===== src/hw/rtl/mobd_pkg.sv =====
package mobd_pkg;

   localparam int COORD_BITS_DEF = 12;
   localparam int DIST_BITS      = 24;
   localparam int RATIO_BITS     = 30;
   localparam int DEPTH_BITS     = 20;
   localparam int DEPTH_SCALE    = 200;
   localparam int DEPTH_SHIFT    = 18;
   localparam int DEPTH_ROUND    = 1 << (DEPTH_SHIFT - 1);
   localparam int LAT_SCALE      = 10240;
   localparam int LAT_EXTRA      = 15;
   localparam int DIST_SHIFT     = 4;
   localparam int DIST_ROUND     = 1 << (DIST_SHIFT - 1);
   localparam int IN_DEPTH       = 4;
   localparam int OUT_DEPTH      = 2;
   localparam int FRAME_WIDTH_RST  = 640;
   localparam int FRAME_HEIGHT_RST = 480;
   localparam logic [DIST_BITS-1:0] DIST_MAX = '1;

   typedef enum logic [0:0] {
      CSR_FRAME_WIDTH  = 1'b0,
      CSR_FRAME_HEIGHT = 1'b1
   } csr_index_type;

   typedef enum logic [2:0] {
      ST_IDLE,
      ST_DIV,
      ST_SQR,
      ST_CUBE,
      ST_DEPTH,
      ST_DEPTH_SQ,
      ST_HAND
   } stage_state_type;

   function automatic int lat_bits(input int c);
      return c + LAT_EXTRA;
   endfunction

   function automatic int item_bits(input int c);
      return 7 * c + 18;
   endfunction

   function automatic int res_bits(input int c);
      return 4 * c + 2 + DIST_BITS;
   endfunction

endpackage


===== src/hw/rtl/mobd_front.sv =====
module mobd_front #(
   parameter int COORD_BITS = mobd_pkg::COORD_BITS_DEF
) (
   input  logic                  tracks_found,
   input  logic [COORD_BITS-1:0] left_rail_x,
   input  logic [COORD_BITS-1:0] right_rail_x,
   input  logic [COORD_BITS-1:0] box_left,
   input  logic [COORD_BITS-1:0] box_top,
   input  logic [COORD_BITS-1:0] box_width,
   input  logic [COORD_BITS-1:0] box_height,
   input  logic [COORD_BITS-1:0] frame_width,
   input  logic [COORD_BITS-1:0] frame_height,
   output logic [mobd_pkg::item_bits(COORD_BITS)-1:0] item
);
   localparam int C  = COORD_BITS;
   localparam int LW = mobd_pkg::lat_bits(COORD_BITS);

   typedef struct packed {
      logic [C-1:0]  tx;
      logic [C-1:0]  ty;
      logic [C:0]    vx;
      logic [C:0]    vy;
      logic          none;
      logic [C-1:0]  d;
      logic [LW-1:0] num;
      logic [C-1:0]  bw;
   } item_type;

   item_type     fields;
   logic [C:0]   rail_sum, vx_box, vy_box, tx_ext, adx;
   logic [C-1:0] tx;

   always_comb begin
      rail_sum = {1'b0, left_rail_x} + {1'b0, right_rail_x};
      tx       = tracks_found ? rail_sum[C:1] : (frame_width >> 1);
      tx_ext   = {1'b0, tx};
      vx_box   = {1'b0, box_left} + {2'b00, box_width[C-1:1]};
      vy_box   = {1'b0, box_top} + {1'b0, box_height};
      adx      = (tx_ext >= vx_box) ? tx_ext - vx_box : vx_box - tx_ext;

      fields.tx   = tx;
      fields.ty   = frame_height;
      fields.none = (box_width == '0);
      fields.vx   = fields.none ? tx_ext : vx_box;
      fields.vy   = fields.none ? {1'b0, frame_height} : vy_box;
      // below the frame bottom the height fraction clamps to zero
      fields.d    = (vy_box >= {1'b0, frame_height}) ? '0 : frame_height - vy_box[C-1:0];
      fields.num  = LW'(adx) * LW'(mobd_pkg::LAT_SCALE) + LW'(box_width[C-1:1]);
      fields.bw   = box_width;
   end

   assign item = fields;
endmodule


===== config.mk =====
export PLATFORM = sky130hd
export DESIGN_NAME = mobd_front
export DESIGN_NICKNAME = d
export VERILOG_FILES = /design/src/hw/rtl/mobd_pkg.sv /design/src/hw/rtl/mobd_front.sv
export SDC_FILE = /design/constraint.sdc
export NUM_CORES = 1
export LEC_CHECK = 0
export BUFFER_PORTS_ARGS = -buffer_cell sky130_fd_sc_hd__buf_2
export CORE_MARGIN = 2
export CORE_UTILIZATION = 51
export DETAILED_ROUTE_END_ITERATION = 6
export PLACE_DENSITY = 0.89
export SETUP_SLACK_MARGIN = 0.1
export SYNTH_ARGS = -nofsm -noshare
export SYNTH_HDL_FRONTEND = slang
export SYNTH_SLANG_ARGS = --single-unit

===== constraint.sdc =====
create_clock -name vclk -period 7.98
set_clock_uncertainty 0.15 [all_clocks]
set_input_delay 0 -clock vclk [all_inputs]
set_output_delay 0 -clock vclk [all_outputs]
set_load 0.01 [all_outputs]

; ---- Word level (Yosys, flattened, before mapping)
; Index checks and enable logic that the tools add are counted.
[classes]
n_addsub = 7
multipliers = 1
mux = 5
order_cmp = 2
n_reduce_logical = 1
[op_table]
columns = operator, count
row1 = 2-to-1 mux 13 bit, 3
row2 = adder 27 x 11 -> 27 bit, 1
row3 = adder 12 x 12 -> 13 bit, 2
row4 = 2-to-1 mux 12 bit, 2
row5 = multiplier 13 x 3 -> 16 bit (second input constant), 1
row6 = adder 12 x 11 -> 13 bit, 1
row7 = >= comparator 12 x 13 -> 1 bit, 1
row8 = >= comparator 13 x 12 -> 1 bit, 1
row9 = subtractor 12 x 13 -> 13 bit, 1
row10 = subtractor 13 x 12 -> 13 bit, 1
row11 = zero test 12 bit, 1
row12 = subtractor 12 bit, 1
[totals]
output_inout_bits = 102
word_cells = 16
ff_bits = 0
input_bits = 97

; ---- Longest topological paths before layout
[depth]
ltp_word = 6
depth_mapped = 33

; ---- Worst setup path after synthesis
; OpenSTA, ideal clock, no wires.
[synth_timing]
path_kind = input port to output port
startpoint = input port left_rail_x[1]
endpoint = output port item[37] (netlist name)
cell_stages = 31
slack_ps = 1885
arrival_time_ps = 5945
required_ps = 7830
path_cell_list = inv_1 fa_1 nor2b_1 o21ai_0 a21boi_0 o21ai_0 a21oi_1 a31oi_1 xnor2_1 mux2i_1 inv_1 ha_1 nand2_1 o41ai_1 a21oi_1 o21a_1 or2_4 buf_6 mux2i_1 xnor2_1 ha_1 ha_1 a211oi_1 nor2_1 or4_1 o2111ai_1 nor2_1 o31ai_1 xor2_1 nor2_1 a221oi_1
[synth_via]
elab_chain_cells = 6
word_cells_on_any_way = 8
classes_between = add/sub: 4 / mul: 1 / order compare: 1 / mux: 2
[synth_lines]
columns = element, line_no
row1 = "start, declared", mobd_front.sv:5  ; input logic [COORD_BITS-1:0] left_rail_x,
row2 = adder 12 x 12 -> 13 bit *, mobd_front.sv:34  ; rail_sum = {1'b0, left_rail_x} + {1'b0, right_rail_x};
row3 = 2-to-1 mux 12 bit *, mobd_front.sv:35  ; tx = tracks_found ? rail_sum[C:1] : (frame_width >> 1);
row4 = "named net item, one bit", mobd_front.sv:13  ; output logic [mobd_pkg::item_bits(COORD_BITS)-1:0] item
row5 = subtractor 13 x 12 -> 13 bit (tied with other cells), mobd_front.sv:39  ; adx = (tx_ext >= vx_box) ? tx_ext - vx_box : vx_box - tx_ext;
row6 = 2-to-1 mux 13 bit *, mobd_front.sv:39
row7 = multiplier 13 x 3 -> 16 bit *, mobd_front.sv:48  ; fields.num = LW'(adx) * LW'(mobd_pkg::LAT_SCALE) + LW'(box_width[C-1:1]);
row8 = adder 27 x 11 -> 27 bit *, mobd_front.sv:48
row9 = "end, declared", mobd_front.sv:13
; Mark *: on every way through the listed nets, which the timed path passes. The rest lies on a longest branch.

; ---- Worst setup path after layout
[layout_timing]
startpoint = input port left_rail_x[1]
endpoint = output port item[37] (netlist name)
[layout_via]
elab_chain_cells = 6
word_cells_on_any_way = 8
classes_between = add/sub: 4 / mul: 1 / order compare: 1 / mux: 2
[layout_lines]
columns = element, line_no
row1 = adder 12 x 12 -> 13 bit *, mobd_front.sv:34
row2 = 2-to-1 mux 12 bit *, mobd_front.sv:35
row3 = subtractor 13 x 12 -> 13 bit (tied with other cells), mobd_front.sv:39
row4 = 2-to-1 mux 13 bit *, mobd_front.sv:39
row5 = multiplier 13 x 3 -> 16 bit *, mobd_front.sv:48
row6 = adder 27 x 11 -> 27 bit *, mobd_front.sv:48
; Every way passes the cells marked *; elsewhere a longest branch is shown, timed or not.

==> impl_metrics.env <==
export IMPL_status="finished, final reports clean"
export IMPL_cts_setup_buffers=0
export IMPL_drtAntennaViolNets=0
export IMPL_drive_gt1_share_pct=26.7
export IMPL_nFillCells=821
export IMPL_critical_path_required_ns=7.83
export IMPL_syn_mean_instance_area_um2=7.16
export IMPL_yosys_warnings=0
export IMPL_wl_met3_um=712
export IMPL_drt_iter0_drc=187
export IMPL_synthCells=646
export IMPL_via_per_inst=5.55
export IMPL_rsz0062_at_grt="false"
export IMPL_nFlopsAndLatches=0
export IMPL_period_minus_slack_ns=7.05
export IMPL_die_x_um=99.2
export IMPL_cpMaxStageDelayCell="fa_1"
export IMPL_wl_met1_mm=5.40
export IMPL_floorplan_rows=34
export IMPL_port_buffers=198
export IMPL_power_leakage_uw=0.00306
export IMPL_ys_types=56
export IMPL_vias=5035
export IMPL_p_per_area_nw_per_um2=357
export IMPL_boundaryPins=199
export IMPL_gp_congestion=0.985
export IMPL_clock_buffers=0
export IMPL_cp_max_fo=12
export IMPL_postSynthNetCount=852
export IMPL_final_cell_mix="buf_2 (198), ha_1 (102), inv_1 (71)"
export IMPL_multi_input_area_um2=4050
export IMPL_total_power_uw=1940
export IMPL_grt_usage_pct=24.7
export IMPL_dp_hpwl_mm=11.6
export IMPL_antenna_found_initial=0
export IMPL_holdWs_ns=0.0594
export IMPL_fmax_ghz=0.142
export IMPL_n_antenna_cell=0
export IMPL_maxCapViolations=0
export IMPL_grt_max_degree=34
export IMPL_crit_family="compound AO/OA/AOI/OAI gates"
export IMPL_end_kind="output port"
export IMPL_cp_num_buf_inv=4
export IMPL_critPathMaxStageDelay_ns=0.47
export IMPL_core_area_um2=8760
export IMPL_ir_drop_mv=0.436
export IMPL_drcViolationCount=0
export IMPL_min_path_type="in -> out"
export IMPL_topRoutingLayerUsed="met4"
export IMPL_hold_buffers=0
export IMPL_wl_mm=13.0
export IMPL_arrival_ns=6.90
export IMPL_dr_wl_met2_mm=6.73
export IMPL_seq_area_frac_synth_pct=0
export IMPL_initial_core_util_pct=52.8
export IMPL_worstMarginPinSlew_ns=1.01
export IMPL_fin_crit_sh_pct=88.4
export IMPL_finalNetCount=1007
export IMPL_grt_pass1_vias=4678
export IMPL_fin_setup_tns_ns=0
export IMPL_seqCellArea_um2=0
export IMPL_die_y_um=99.2
export IMPL_grt_ovfl_total=0
export IMPL_syn_to_final_growth_pct=17.8
export IMPL_final_max_slew_viol_count=0
export IMPL_setup_viol=0
export IMPL_dieArea_um2=9840
export IMPL_ctsResizeCount=0
export IMPL_syn_area_um2=4620
export IMPL_start_kind="primary input"
export IMPL_final_common_cell="buf_2"
export IMPL_post_drt_wl_per_cell_um=14.4
export IMPL_slew_headroom_pct=32.4
export IMPL_grt_pass1_wl_mm=20.8
export IMPL_critPathKind="in -> out"
export IMPL_finalHoldViolCount=0
export IMPL_firstDrtPassIters=4
synth_stat cells (2+ instances only):
cell | n | area (um2)
clkbuf_1 | 10 | 37.5
o21bai_1 | 10 | 75.1
mux2i_1 | 18 | 180
or3_1 | 3 | 18.8
o211ai_1 | 3 | 22.5
or4_1 | 2 | 15.0
nor2_1 | 38 | 143
o2111ai_1 | 2 | 17.5
fa_1 | 7 | 140
nor2b_1 | 17 | 106
a21o_1 | 15 | 113
nand3_1 | 7 | 35.0
a221o_1 | 2 | 20.0
a31oi_1 | 5 | 31.3
o21ai_0 | 54 | 270
nor3_1 | 20 | 100
o21a_1 | 10 | 75.1
xor2_1 | 17 | 149
o31ai_1 | 2 | 15.0
nand2_1 | 46 | 173
a211oi_1 | 3 | 22.5
a41oi_1 | 2 | 17.5
mux2_2 | 4 | 45.0
nand2b_1 | 11 | 68.8
o22ai_1 | 2 | 12.5
buf_4 | 35 | 263
and2_1 | 5 | 31.3
or2_2 | 3 | 18.8
a21oi_1 | 48 | 240
nand3b_1 | 3 | 22.5
xnor2_1 | 34 | 298
nand4_1 | 5 | 31.3
nor4_1 | 7 | 43.8
inv_1 | 71 | 267
a21boi_0 | 2 | 15.0
o21ai_1 | 2 | 10.0
ha_1 | 102 | 1280
worst paths after layout:
path / cells after the start / slack [ns] / endpoint / startpoint
max: 32 / 0.93 / item[37] / left_rail_x[1]
min: 2 / 0.06 / item[89] / frame_height[11]
kinds of logic (layout without fill, tap and decap cells):
kind of cell	after synthesis	in the layout	synth area share, %
AOI/OAI and AO/OA	173	173	23.3
xor gates and xnor gates	52	52	10.0
adders and majority gates	109	109	30.6
buffers and inverters	117	270	12.5
muxes	22	22	4.87
and+or+nand+nor	173	173	18.7
report_power, final:
part           switching (uW)  internal, uW  leakage [uW]
Combinational            1070           870       0.00306
Clock                       0             0             0
Sequential                  0             0             0
Total                    1070           870       0.00306
metal layers:
metal / vias up / GRT usage [%]
met5: - / 0
met4: 0 / 3.90
met3: 12 / 0.984
met2: 163 / 47.7
met1: 2313 / 30.7
li1: 2547 / -
per-stage QoR:
| stage | cells | setup WS, ns | area [um2] | util (%) |
|---|---|---|---|---|
| finish | 907 | 0.929 | 5450 | 62.1 |
| CTS | 907 | 1.00 | 5450 | 62.1 |
| global route | 907 | 0.367 | 5450 | 62.1 |
| global placement | 907 | 1.21 | 5450 | 62.1 |
| floorplan | 646 | 1.89 | 4620 | - |
| detailed placement | 907 | 1.05 | 5450 | 62.1 |
area by class of cell:
| cell class | count | area share [%] |
|---|---|---|
| tap | 108 | 2.48 |
| timing repair buffer | 199 | 18.3 |
| inverter | 71 | 4.89 |
| multi-input combinational | 529 | 74.3 |
(Power assumes the default switching activity.)
