### src/hw/rtl/mobd_fifo.sv
module mobd_fifo #(
   parameter int WIDTH = 8,
   parameter int DEPTH = 4
) (
   input  logic             clock,
   input  logic             reset,
   input  logic             push,
   output logic             full,
   input  logic [WIDTH-1:0] din,
   input  logic             pop,
   output logic             empty,
   output logic [WIDTH-1:0] dout
);
   localparam int AW = $clog2(DEPTH);

   logic [WIDTH-1:0] mem_ff [DEPTH];
   logic [AW-1:0]    wr_ptr_ff, rd_ptr_ff;
   logic [AW:0]      count_ff, count_in;
   logic             do_push, do_pop;

   assign full    = (count_ff == (AW + 1)'(DEPTH));
   assign empty   = (count_ff == '0);
   assign do_push = push && !full;
   assign do_pop  = pop && !empty;
   assign dout    = mem_ff[rd_ptr_ff];

   always_comb begin
      count_in = count_ff;
      if (do_push && !do_pop) begin
         count_in = count_ff + (AW + 1)'(1);
      end else if (do_pop && !do_push) begin
         count_in = count_ff - (AW + 1)'(1);
      end
   end

   always_ff @(posedge clock) begin
      if (reset) begin
         wr_ptr_ff <= '0;
         rd_ptr_ff <= '0;
         count_ff  <= '0;
      end else begin
         count_ff <= count_in;
         if (do_push) begin
            wr_ptr_ff <= wr_ptr_ff + AW'(1);
         end
         if (do_pop) begin
            rd_ptr_ff <= rd_ptr_ff + AW'(1);
         end
      end
   end

   always_ff @(posedge clock) begin
      if (do_push) begin
         mem_ff[wr_ptr_ff] <= din;
      end
   end
endmodule

### config.mk
export PLATFORM = sky130hd
export DESIGN_NAME = mobd_fifo
export DESIGN_NICKNAME = d
export VERILOG_FILES = /design/src/hw/rtl/mobd_fifo.sv
export SDC_FILE = /design/constraint.sdc
export NUM_CORES = 1
export LEC_CHECK = 0
export ABC_AREA = 1
export BUFFER_PORTS_ARGS = -buffer_cell sky130_fd_sc_hd__buf_2
export CORE_ASPECT_RATIO = 0.5
export CORE_MARGIN = 2
export CORE_UTILIZATION = 56
export DETAILED_ROUTE_END_ITERATION = 16
export GPL_TIMING_DRIVEN = 0
export PLACE_DENSITY_LB_ADDON = 0.08
export SLEW_MARGIN = 20
export SYNTH_ARGS = -nofsm -noshare
export SYNTH_HDL_FRONTEND = slang
export SYNTH_SLANG_ARGS = --single-unit
### constraint.sdc
create_clock -name clock -period 2.2 [get_ports clock]
set_input_delay 0.55 -clock clock [delete_from_list [all_inputs] [get_ports clock]]
set_output_delay 0.55 -clock clock [all_outputs]
set_load 0.1 [all_outputs]
Word level (Yosys, flattened, before mapping) --
Memory sizes are Yosys's and may differ from the RTL's. A register that Yosys moved wholly into a read port is not among the register bits. Cells that the tools add are included.
Storage, ports and cells: flip-flop bits (word level) 7, memory bits (writable) 32, input port bits 12, output and inout bits 10, memories kept 1
Cells by class: add/sub/neg operators 4, eq/ne operators 1, multiplexer cells 6, reduce and logical (&&, ||, !) cells 10
Memories:
- mem_ff | words 4, bits a word 8, read ports 1, clocked after Yosys merged registers in 1, write ports 1, line 16 | logic [WIDTH-1:0] mem_ff [DEPTH];
Operators by type and width (count):
- 2-to-1 mux 3 bit | 2
- adder 2 x 1 -> 2 bit, second input constant | 2
- logical AND 1 bit | 4
- zero test 1 bit | 4
- 2-to-1 mux 2 bit | 2
- adder 3 x 1 -> 3 bit, second input constant | 1
- == test 3 bit, second input constant | 1
- zero test 3 bit | 1
- subtractor 3 x 1 -> 3 bit, second input constant | 1
- 2-to-1 mux 1 bit | 2
- nonzero test 2 bit | 1

Logic depth before layout (Yosys ltp) --
Gate-level depths: netlist of run 1.
depth in word-level cells 7, gate-level depth with buffers 13

Worst setup path after synthesis of run 1 --
Ideal clock, no wire load.
path type register to output, start point reg (tool-made name), end point out dout[0], arrival 2101 ps, required time 1650 ps, slack -451 ps, stages on the path, launching flop included 5, path buffers 1, path through dfxtp_1 > inv_2 > buf_6 > o21ai_2 > o22ai_1
RTL lines:
- to (decl) | line 12 | output logic [WIDTH-1:0] dout

==> run summary, run 1 <==
Global routing used 18.21% of the available tracks. The sequential-to-total area share from yosys stat is 67.71%. The logs give 192 for the count of nets after finishing and 0 for the count of final hold-check violations. TritonCTS built the clock tree. The hold-critical path depth was 1; the post-route clock period utilization was 94.04%. After synthesis the cells add up to 1685 sq um. The detailed router finished its first iteration with 84 violations. The total overflow left after global routing is 0.

The average vias per placed instance was 5.297; the peak supply drop was 0.001164 V. In this run the worst path has a maximum fanout of 10. The run gives 205 as the number of fill cells in the layout.

The share of post-route cells with drive strength above 1 was 25.71%. The core region is 2733 sq um. The leading cell type by number of instances after synthesis is sky130_fd_sc_hd__edfxtp_1. After synthesis, the largest area contributor takes up 57.02% of total cell area. In the post-synthesis netlist, the biggest area contributors are sky130_fd_sc_hd__edfxtp_1 57%, sky130_fd_sc_hd__dfxtp_1 11%, sky130_fd_sc_hd__nor2_1 6.7%.

The clock reaches the later pin of the worst-skew pair after 0.28 ns. The async set or reset register ratio after synthesis was 0%; the final setup skew was 0.006112 ns. The HPWL after detailed placement was 1947 microns. The run finished with clean final reports. The critical path goes through inv_2 -> buf_6 -> nor2_1 -> o22ai_2 -> buf_4. The detail route stage leaves a number of antenna-violating nets equal to 0.

The post-synthesis average cell area works out to 11.54 sq um. The logs give 18 for the post-synthesis cell type count and 2 for the number of buffers between clock root and the deepest sink. Leading area contributor after synthesis: sky130_fd_sc_hd__edfxtp_1.

Final design instance area without fill: 1998 sq um. The worst setup path is launched from a register. Compared with the post-synthesis result, the final layout area differs by 18.56%.

The maximum clock rate was 0.4833 GHz; the total power draw was 2.854 mW. Kind of critical path: register to primary output. The number of instances in the synthesized netlist was 146. Wires add up to 2866 microns. The worst register-to-register path has a depth of 13. STA puts the critical path data required time at 1.65 ns. The number of antenna diodes in the final layout is 0. After synthesis the netlist holds a flip-flop and latch count of 41. The routed design could run at a clock period as short as 2.069 ns. The clock transition at the registers of the reported paths was 0.07 ns.

The clock drives 41 sinks. The via count of the first global-routing pass is 1028. Dividing the detail-routed wire length by the instance count gives 13.52 microns. After synthesis, the most frequently instantiated cells are 32 x sky130_fd_sc_hd__edfxtp_1, 30 x sky130_fd_sc_hd__nor2_1, 17 x sky130_fd_sc_hd__inv_1, 13 x sky130_fd_sc_hd__nand2_1, 13 x sky130_fd_sc_hd__o21ai_0.

The cell type of the slowest stage on the worst timing path is sky130_fd_sc_hd__dfxtp_2. In this run the count of I/O pins placed on the die edge is 22. Buffers inserted during clock tree synthesis total 5.

The final-report setup violation count is 0. The number of antenna violations at the first check in global routing is 0. Count of input and output buffers: 21. The root buffer cell is sky130_fd_sc_hd__clkbuf_8. The tightest min-delay check is of the primary input to register type. The overall die area is 3491 sq um. The H-tree was split into 2 levels.

During synthesis, Yosys emitted a total of 0 warnings. In the synthesized netlist the dominant register cell turns out to be sky130_fd_sc_hd__edfxtp_1. Entering global routing, the biggest net connects 13 pins. Buffers inserted to repair hold after CTS numbered 0. The last weighted congestion value of the routability-driven placer came out at 0.6973. The die is 42.79 microns tall. The normalized max-slew margin is 49.46%, and the number of max-slew violations in the final report is 0.

For this run, the slowest stage of the critical path takes 0.37 ns. The worst setup path is captured at a primary output. After routing, the total negative slack on setup checks comes to 0 ns. For the worst hold slack after final layout, the log shows 0.4764 ns. The analysis attributes to cell leakage a power of 0.7941 nW. When the netlist entered floorplanning its net count stood at 164. In this run the horizontal extent of the chip is 81.59 microns. Number of flops mapped to enable cells by yosys: 32. Counting both buffers and inverters, the worst setup path holds a total of 3. The routed layout has 1123 vias.

The cell depth of the worst setup path works out to 5. Once placement finished, the instance area stood at 1887 sq um. The first global-routing pass estimated 4560 microns of wire.

The tool flagged a number of max-cap violations equal to 0. Family with the most delay on the worst path: buffers and inverters. Setup repair after global routing left no endpoint under its margin.

At the pin with the least slew margin, the transition time is 0.7553 ns. The power density over cell area is 1428 nW/um^2, and the number of placement rows is 13. For the worst setup path, the data arrival time is 1.52 ns. The initial utilization of the core area, before any placement, comes to 61.68%.

After detailed routing, the number of remaining DRC violations is 0. The run gives 5 as the number of search-and-repair iterations in the first detailed-routing pass.
-- layout make-up --
type	count	area, sq um	area share, %
Buffer	2	22.52	1.127
Clock buffer	8	90.09	4.508
Inverter	18	67.56	3.381
Multi-Input combinational cell	85	504.2	25.23
Sequential cell	41	1142	57.17
Tap cell	37	46.29	2.317
Timing Repair Buffer	21	125.1	6.262
-- worst paths after layout --
check,endpoint,slack (ns),startpoint
setup / recovery,dout[1],0.13,register
hold reg to reg,rd_ptr_ff[0],0.50,rd_ptr_ff[0]
setup reg to reg,count_ff[2],0.30,count_ff[0]
hold / removal,mem_ff[3][1],0.48,din[1]
-- metrics by stage --
stage,instances,setup slack [ns],util (%)
finish,212,0.1310,73.12
detailed placement,204,0.2427,69.05
floorplan,146,0.1561,-
global placement,204,0.2424,69.05
CTS,212,0.06751,73.08
global route,212,0.06755,73.12
-- power by group --
| group | switching (mW) | internal (mW) |
|---|---|---|
| sequential | 0.0734 | 0.954 |
| clock | 0.223 | 0.255 |
| combinational | 1.04 | 0.312 |
| total | 1.33 | 1.52 |
-- sequential cells by signal (all words and copies together), names as in the netlist, named ones only --
| register | cells |
|---|---|
| count_ff | 3 |
| mem_ff | 32 |
| rd_ptr_ff | 2 |
| wr_ptr_ff | 2 |
-- layout by cell type (no fill, tap or decap), drive strengths merged, types with 3 or more instances in the layout --
master  instances
nand2          15
dfxtp           9
a21oi           3
inv            18
buf            23
o21ai          17
ha              5
edfxtp         32
clkbuf          8
o22ai           8
nand3           4
nor2           30
-- per-layer routing --
| layer | global-route usage, % | part of all wire, % |
|---|---|---|
| met5 | 0 | 0 |
| met4 | 6.000 | 0.56 |
| met1 | 23.20 | 46 |
| met3 | 6.170 | 6.8 |
| met2 | 29.51 | 47 |
-- logic make-up (layout without fill, tap and decap cells) --
logic type / Yosys count / count (layout) / share of synthesized area, %
flops: 41 / 41 / 67.71
buf+inv: 20 / 49 / 5.345
xor+xnor: 1 / 1 / 0.5198
fa+ha+maj: 6 / 6 / 4.900
simple gates: 50 / 50 / 11.95
compound gates: 28 / 28 / 9.577
-- repair_timing --
| action | 4_1_cts | 5_1_grt |
|---|---|---|
| gates resized for setup | 8 | 2 |
| endpoints found under the setup margin | 8 | 6 |
| setup buffers | 0 | 0 |
Note: power is estimated with default switching activity, not from simulation.
==> inputs of run 2 (changes only) <==
- GPL_TIMING_DRIVEN: 0 -> default
- SETUP_SLACK_MARGIN: default -> 0.3
==> run 2 against run 1 <==
Non-clock buffer count increased by 5. Critical path type unchanged. Flip-flop and latch count unchanged. Final cell count increased by 2.4%. Critical endpoint unchanged. Worst setup slack improved by 0.18 ns. Clock-buffer cell count unchanged. Clock power about the same. Clock skew increased by 0.00051 ns. Global-route usage increased by 2.7 points. Power increased by 16%. Sequential power about the same.
==> run summary, run 2 (same netlist as run 1, synthesis figures left out) <==
The run finished with clean final reports. Once detail routing completed, the nets flagged for antenna violations numbered 0. At the worst endpoint, the arrival time is 1.34 ns. The critical path's largest stage delay is 0.41 ns, and the largest net degree at the start of global routing is 17.

The first detailed-routing pass took 4 iterations. End point of the most critical hold path: mem_ff[1][7]. Root buffer cell: sky130_fd_sc_hd__clkbuf_8. TritonCTS built the clock tree. In the final layout, flip-flops and latches occupy 1154 sq um. From synthesis to final layout, the design area changed by 34.22%.

The floorplan step defined a die boundary enclosing 3491 sq um. The destination of the worst register-to-register timing path was count_ff[2]. Data on the critical path is required at its endpoint by 1.65 ns.

For the number of max-slew violations in the final report, the log shows 0. The worst hold path belongs to the class primary input to register. The power density over cell area was 1463 nW/um^2; the count of nets after finishing was 197.

The later pin in the worst-skew pair is clocked with a latency of 0.29 ns. On the final layout, the worst clock skew is 0.006624 ns. Setup repair after global routing could not meet its margin everywhere.

In the final routed layout, each cell accounts on average for 17.01 microns. The final routed DRC violation total was 0. Family with the most delay on the worst path: flip-flops.

Summed over all cells, the static leakage comes to 0.8674 nW. The startpoint type of the worst setup path was a register. The hold-critical path depth was 1; the number of fill cells in the layout was 157. The final-report setup violation count is 0. The via count of the first global-routing pass is 1167, and the global-route usage over all layers is 20.95%. For the total clock buffers created by CTS, the log shows 5. The register ranked first by flip-flop count was mem_ff.

The global-route wire length before repair is 5085 microns, and the final routed wirelength across all metal layers is 3692 microns. Across the run, the number of max-cap violations was 0. The most common cell after layout, fill and taps aside was sky130_fd_sc_hd__edfxtp_1. The H-tree was split into 2 levels. The number of placement rows was 13. The cell count of the worst reg-to-reg path works out to 12.

The maximum clock rate is 0.5293 GHz, and the average vias per placed instance is 5.475. In the layout the commonest cells are 32 x sky130_fd_sc_hd__edfxtp_1, 25 x sky130_fd_sc_hd__nor2_1, 15 x sky130_fd_sc_hd__inv_1, 11 x sky130_fd_sc_hd__nand2_1, 11 x sky130_fd_sc_hd__buf_2. In the final layout, the registers with the most flip-flops are mem_ff (32), count_ff (3). The kind of critical path was register to primary output. Critical register-to-register path startpoint: count_ff[0]. The post-route netlist has 36.67% of its cells at a drive strength greater than 1.

The signal on the critical path passes through inv_6 -> o21ai_1 -> o22ai_4 -> buf_12. The transition time at the pin with the least slew margin came out at 0.3885 ns. The die height is 42.79 microns, and the number of buffers between clock root and the deepest sink is 2. The final worst slack was 0.3108 ns; the minimum clock period after layout was 1.889 ns.

For this run, the share of the core covered by cells in the final layout is 82.78%. The remaining global-route overflow is 0, and the count of input and output buffers is 21. After the first detailed-routing iteration, the DRC count stood at 81.

The worst setup path is captured at a primary output. The worst hold path begins at din[7]. The last weighted congestion value of the routability-driven placer is 0.7377, and the post-route clock period utilization is 85.87%. The die extent in x was 81.59 microns; the HPWL after detailed placement was 2027 microns.

After routing, the total negative slack on setup checks comes to 0 ns. The total area of multi-input combinational cells was 613.1 sq um; the number of antenna violations at the first check in global routing was 0. Clock-pin slew was measured on the worst setup and hold paths at 0.08 ns. For this design, the slowest cell found on the critical path is sky130_fd_sc_hd__dfxtp_4.

For this design the top-level I/O count stands at 22. The starting density of the core came out at 61.68%. The logs give 0 for the count of final hold-check violations and 2733 sq um for the placeable core area. The logs give 0.0009877 V for the peak supply drop and 1188 for the routed via count. The number of flip-flops under the largest register name was 32; the register-to-register setup slack was 0.43 ns. The logs give 0.1171 ns for the pre-CTS worst setup slack and 0 for the count of inserted antenna diode cells. The number of hold buffers added after CTS was 0. For the normalized max-slew margin, the log shows 73.83%. The clock net in this run drives a total of 41 sinks. The largest fanout on the critical path works out to 16. The critical path contains buffers and inverters numbering 2 combined.
run 2: cell types whose count changed in the layout (fill, tap and decap cells not counted), moves of 3 or more:
cell                      delta
sky130_fd_sc_hd__o22ai_2     -8
sky130_fd_sc_hd__dfxtp_4     +3
sky130_fd_sc_hd__o21ai_0     -9
sky130_fd_sc_hd__nor2_2      +3
sky130_fd_sc_hd__o21ai_1     +4
sky130_fd_sc_hd__nor2_1      -5
sky130_fd_sc_hd__o21ai_2     +5
sky130_fd_sc_hd__dfxtp_1     -3
sky130_fd_sc_hd__o22ai_4     +8
sky130_fd_sc_hd__buf_12      +8
run 2: through the flow:
step | cells | area (sq um) | hold slack, ns | power (mW)
after global placement | 207 | 1992 | 0.4916 | 2.469
final | 217 | 2262 | 0.4767 | 3.309
after CTS | 216 | 2142 | 0.4692 | 3.094
after floorplan | 146 | 1795 | 0.4587 | 2.226
after global routing | 217 | 2262 | 0.4611 | 3.466
after detailed placement | 207 | 1992 | 0.4989 | 2.494
run 2: worst max-delay path by stage:
stage                  start  endpoint  slack [ns]  depth (start not counted)
global route        register   dout[0]        0.24                          4
CTS                 register   dout[0]        0.23                          4
global placement    register   dout[2]        0.21                          4
floorplan           register   dout[0]        0.41                          3
detailed placement  register   dout[4]        0.12                          4
finish              register   dout[1]        0.31                          4
run 2: final cells by class:
class,instances,area share [%]
Sequential cell,41,51.00
Multi-Input combinational cell,85,27.10
Timing Repair Buffer,28,13.00
Tap cell,37,2.046
Clock buffer,8,3.540
Inverter,18,3.319
run 2: report_power, final:
part	internal [mW]	leakage (nW)	switching (mW)
clock	0.226	0.0395	0.249
sequential	0.963	0.370	0.0902
combinational	0.606	0.458	1.18
total	1.79	0.867	1.51
run 2: layer usage:
layer | GRT usage [%] | vias to the layer above | part of all wire [%]
met1 | 24.75 | 553 | 40
met2 | 33.11 | 59 | 49
li1 | - | 569 | -
met4 | 10.33 | 0 | 1.7
met5 | 0 | - | 0
met3 | 8.936 | 7 | 9.0
run 2: worst register-to-register path, cell delays in order (launching register included):
cell	delay [ns]
sky130_fd_sc_hd__dfxtp_4	0.36
sky130_fd_sc_hd__nor2_2	0.14
sky130_fd_sc_hd__nand2_2	0.10
sky130_fd_sc_hd__nand2_2	0.09
sky130_fd_sc_hd__ha_2	0.18
sky130_fd_sc_hd__inv_1	0.06
sky130_fd_sc_hd__fa_1	0.38
sky130_fd_sc_hd__inv_1	0.07
sky130_fd_sc_hd__nand2_1	0.05
sky130_fd_sc_hd__nand3_1	0.09
sky130_fd_sc_hd__nand2_1	0.05
sky130_fd_sc_hd__nand2_1	0.06
sky130_fd_sc_hd__nor2_1	0.04
run 2: timing repair:
item / CTS / global route
resized for setup: 29 / 39
endpoints found under the setup margin: 11 / 11
setup buffers: 1 / 1
pin swaps: 0 / 2
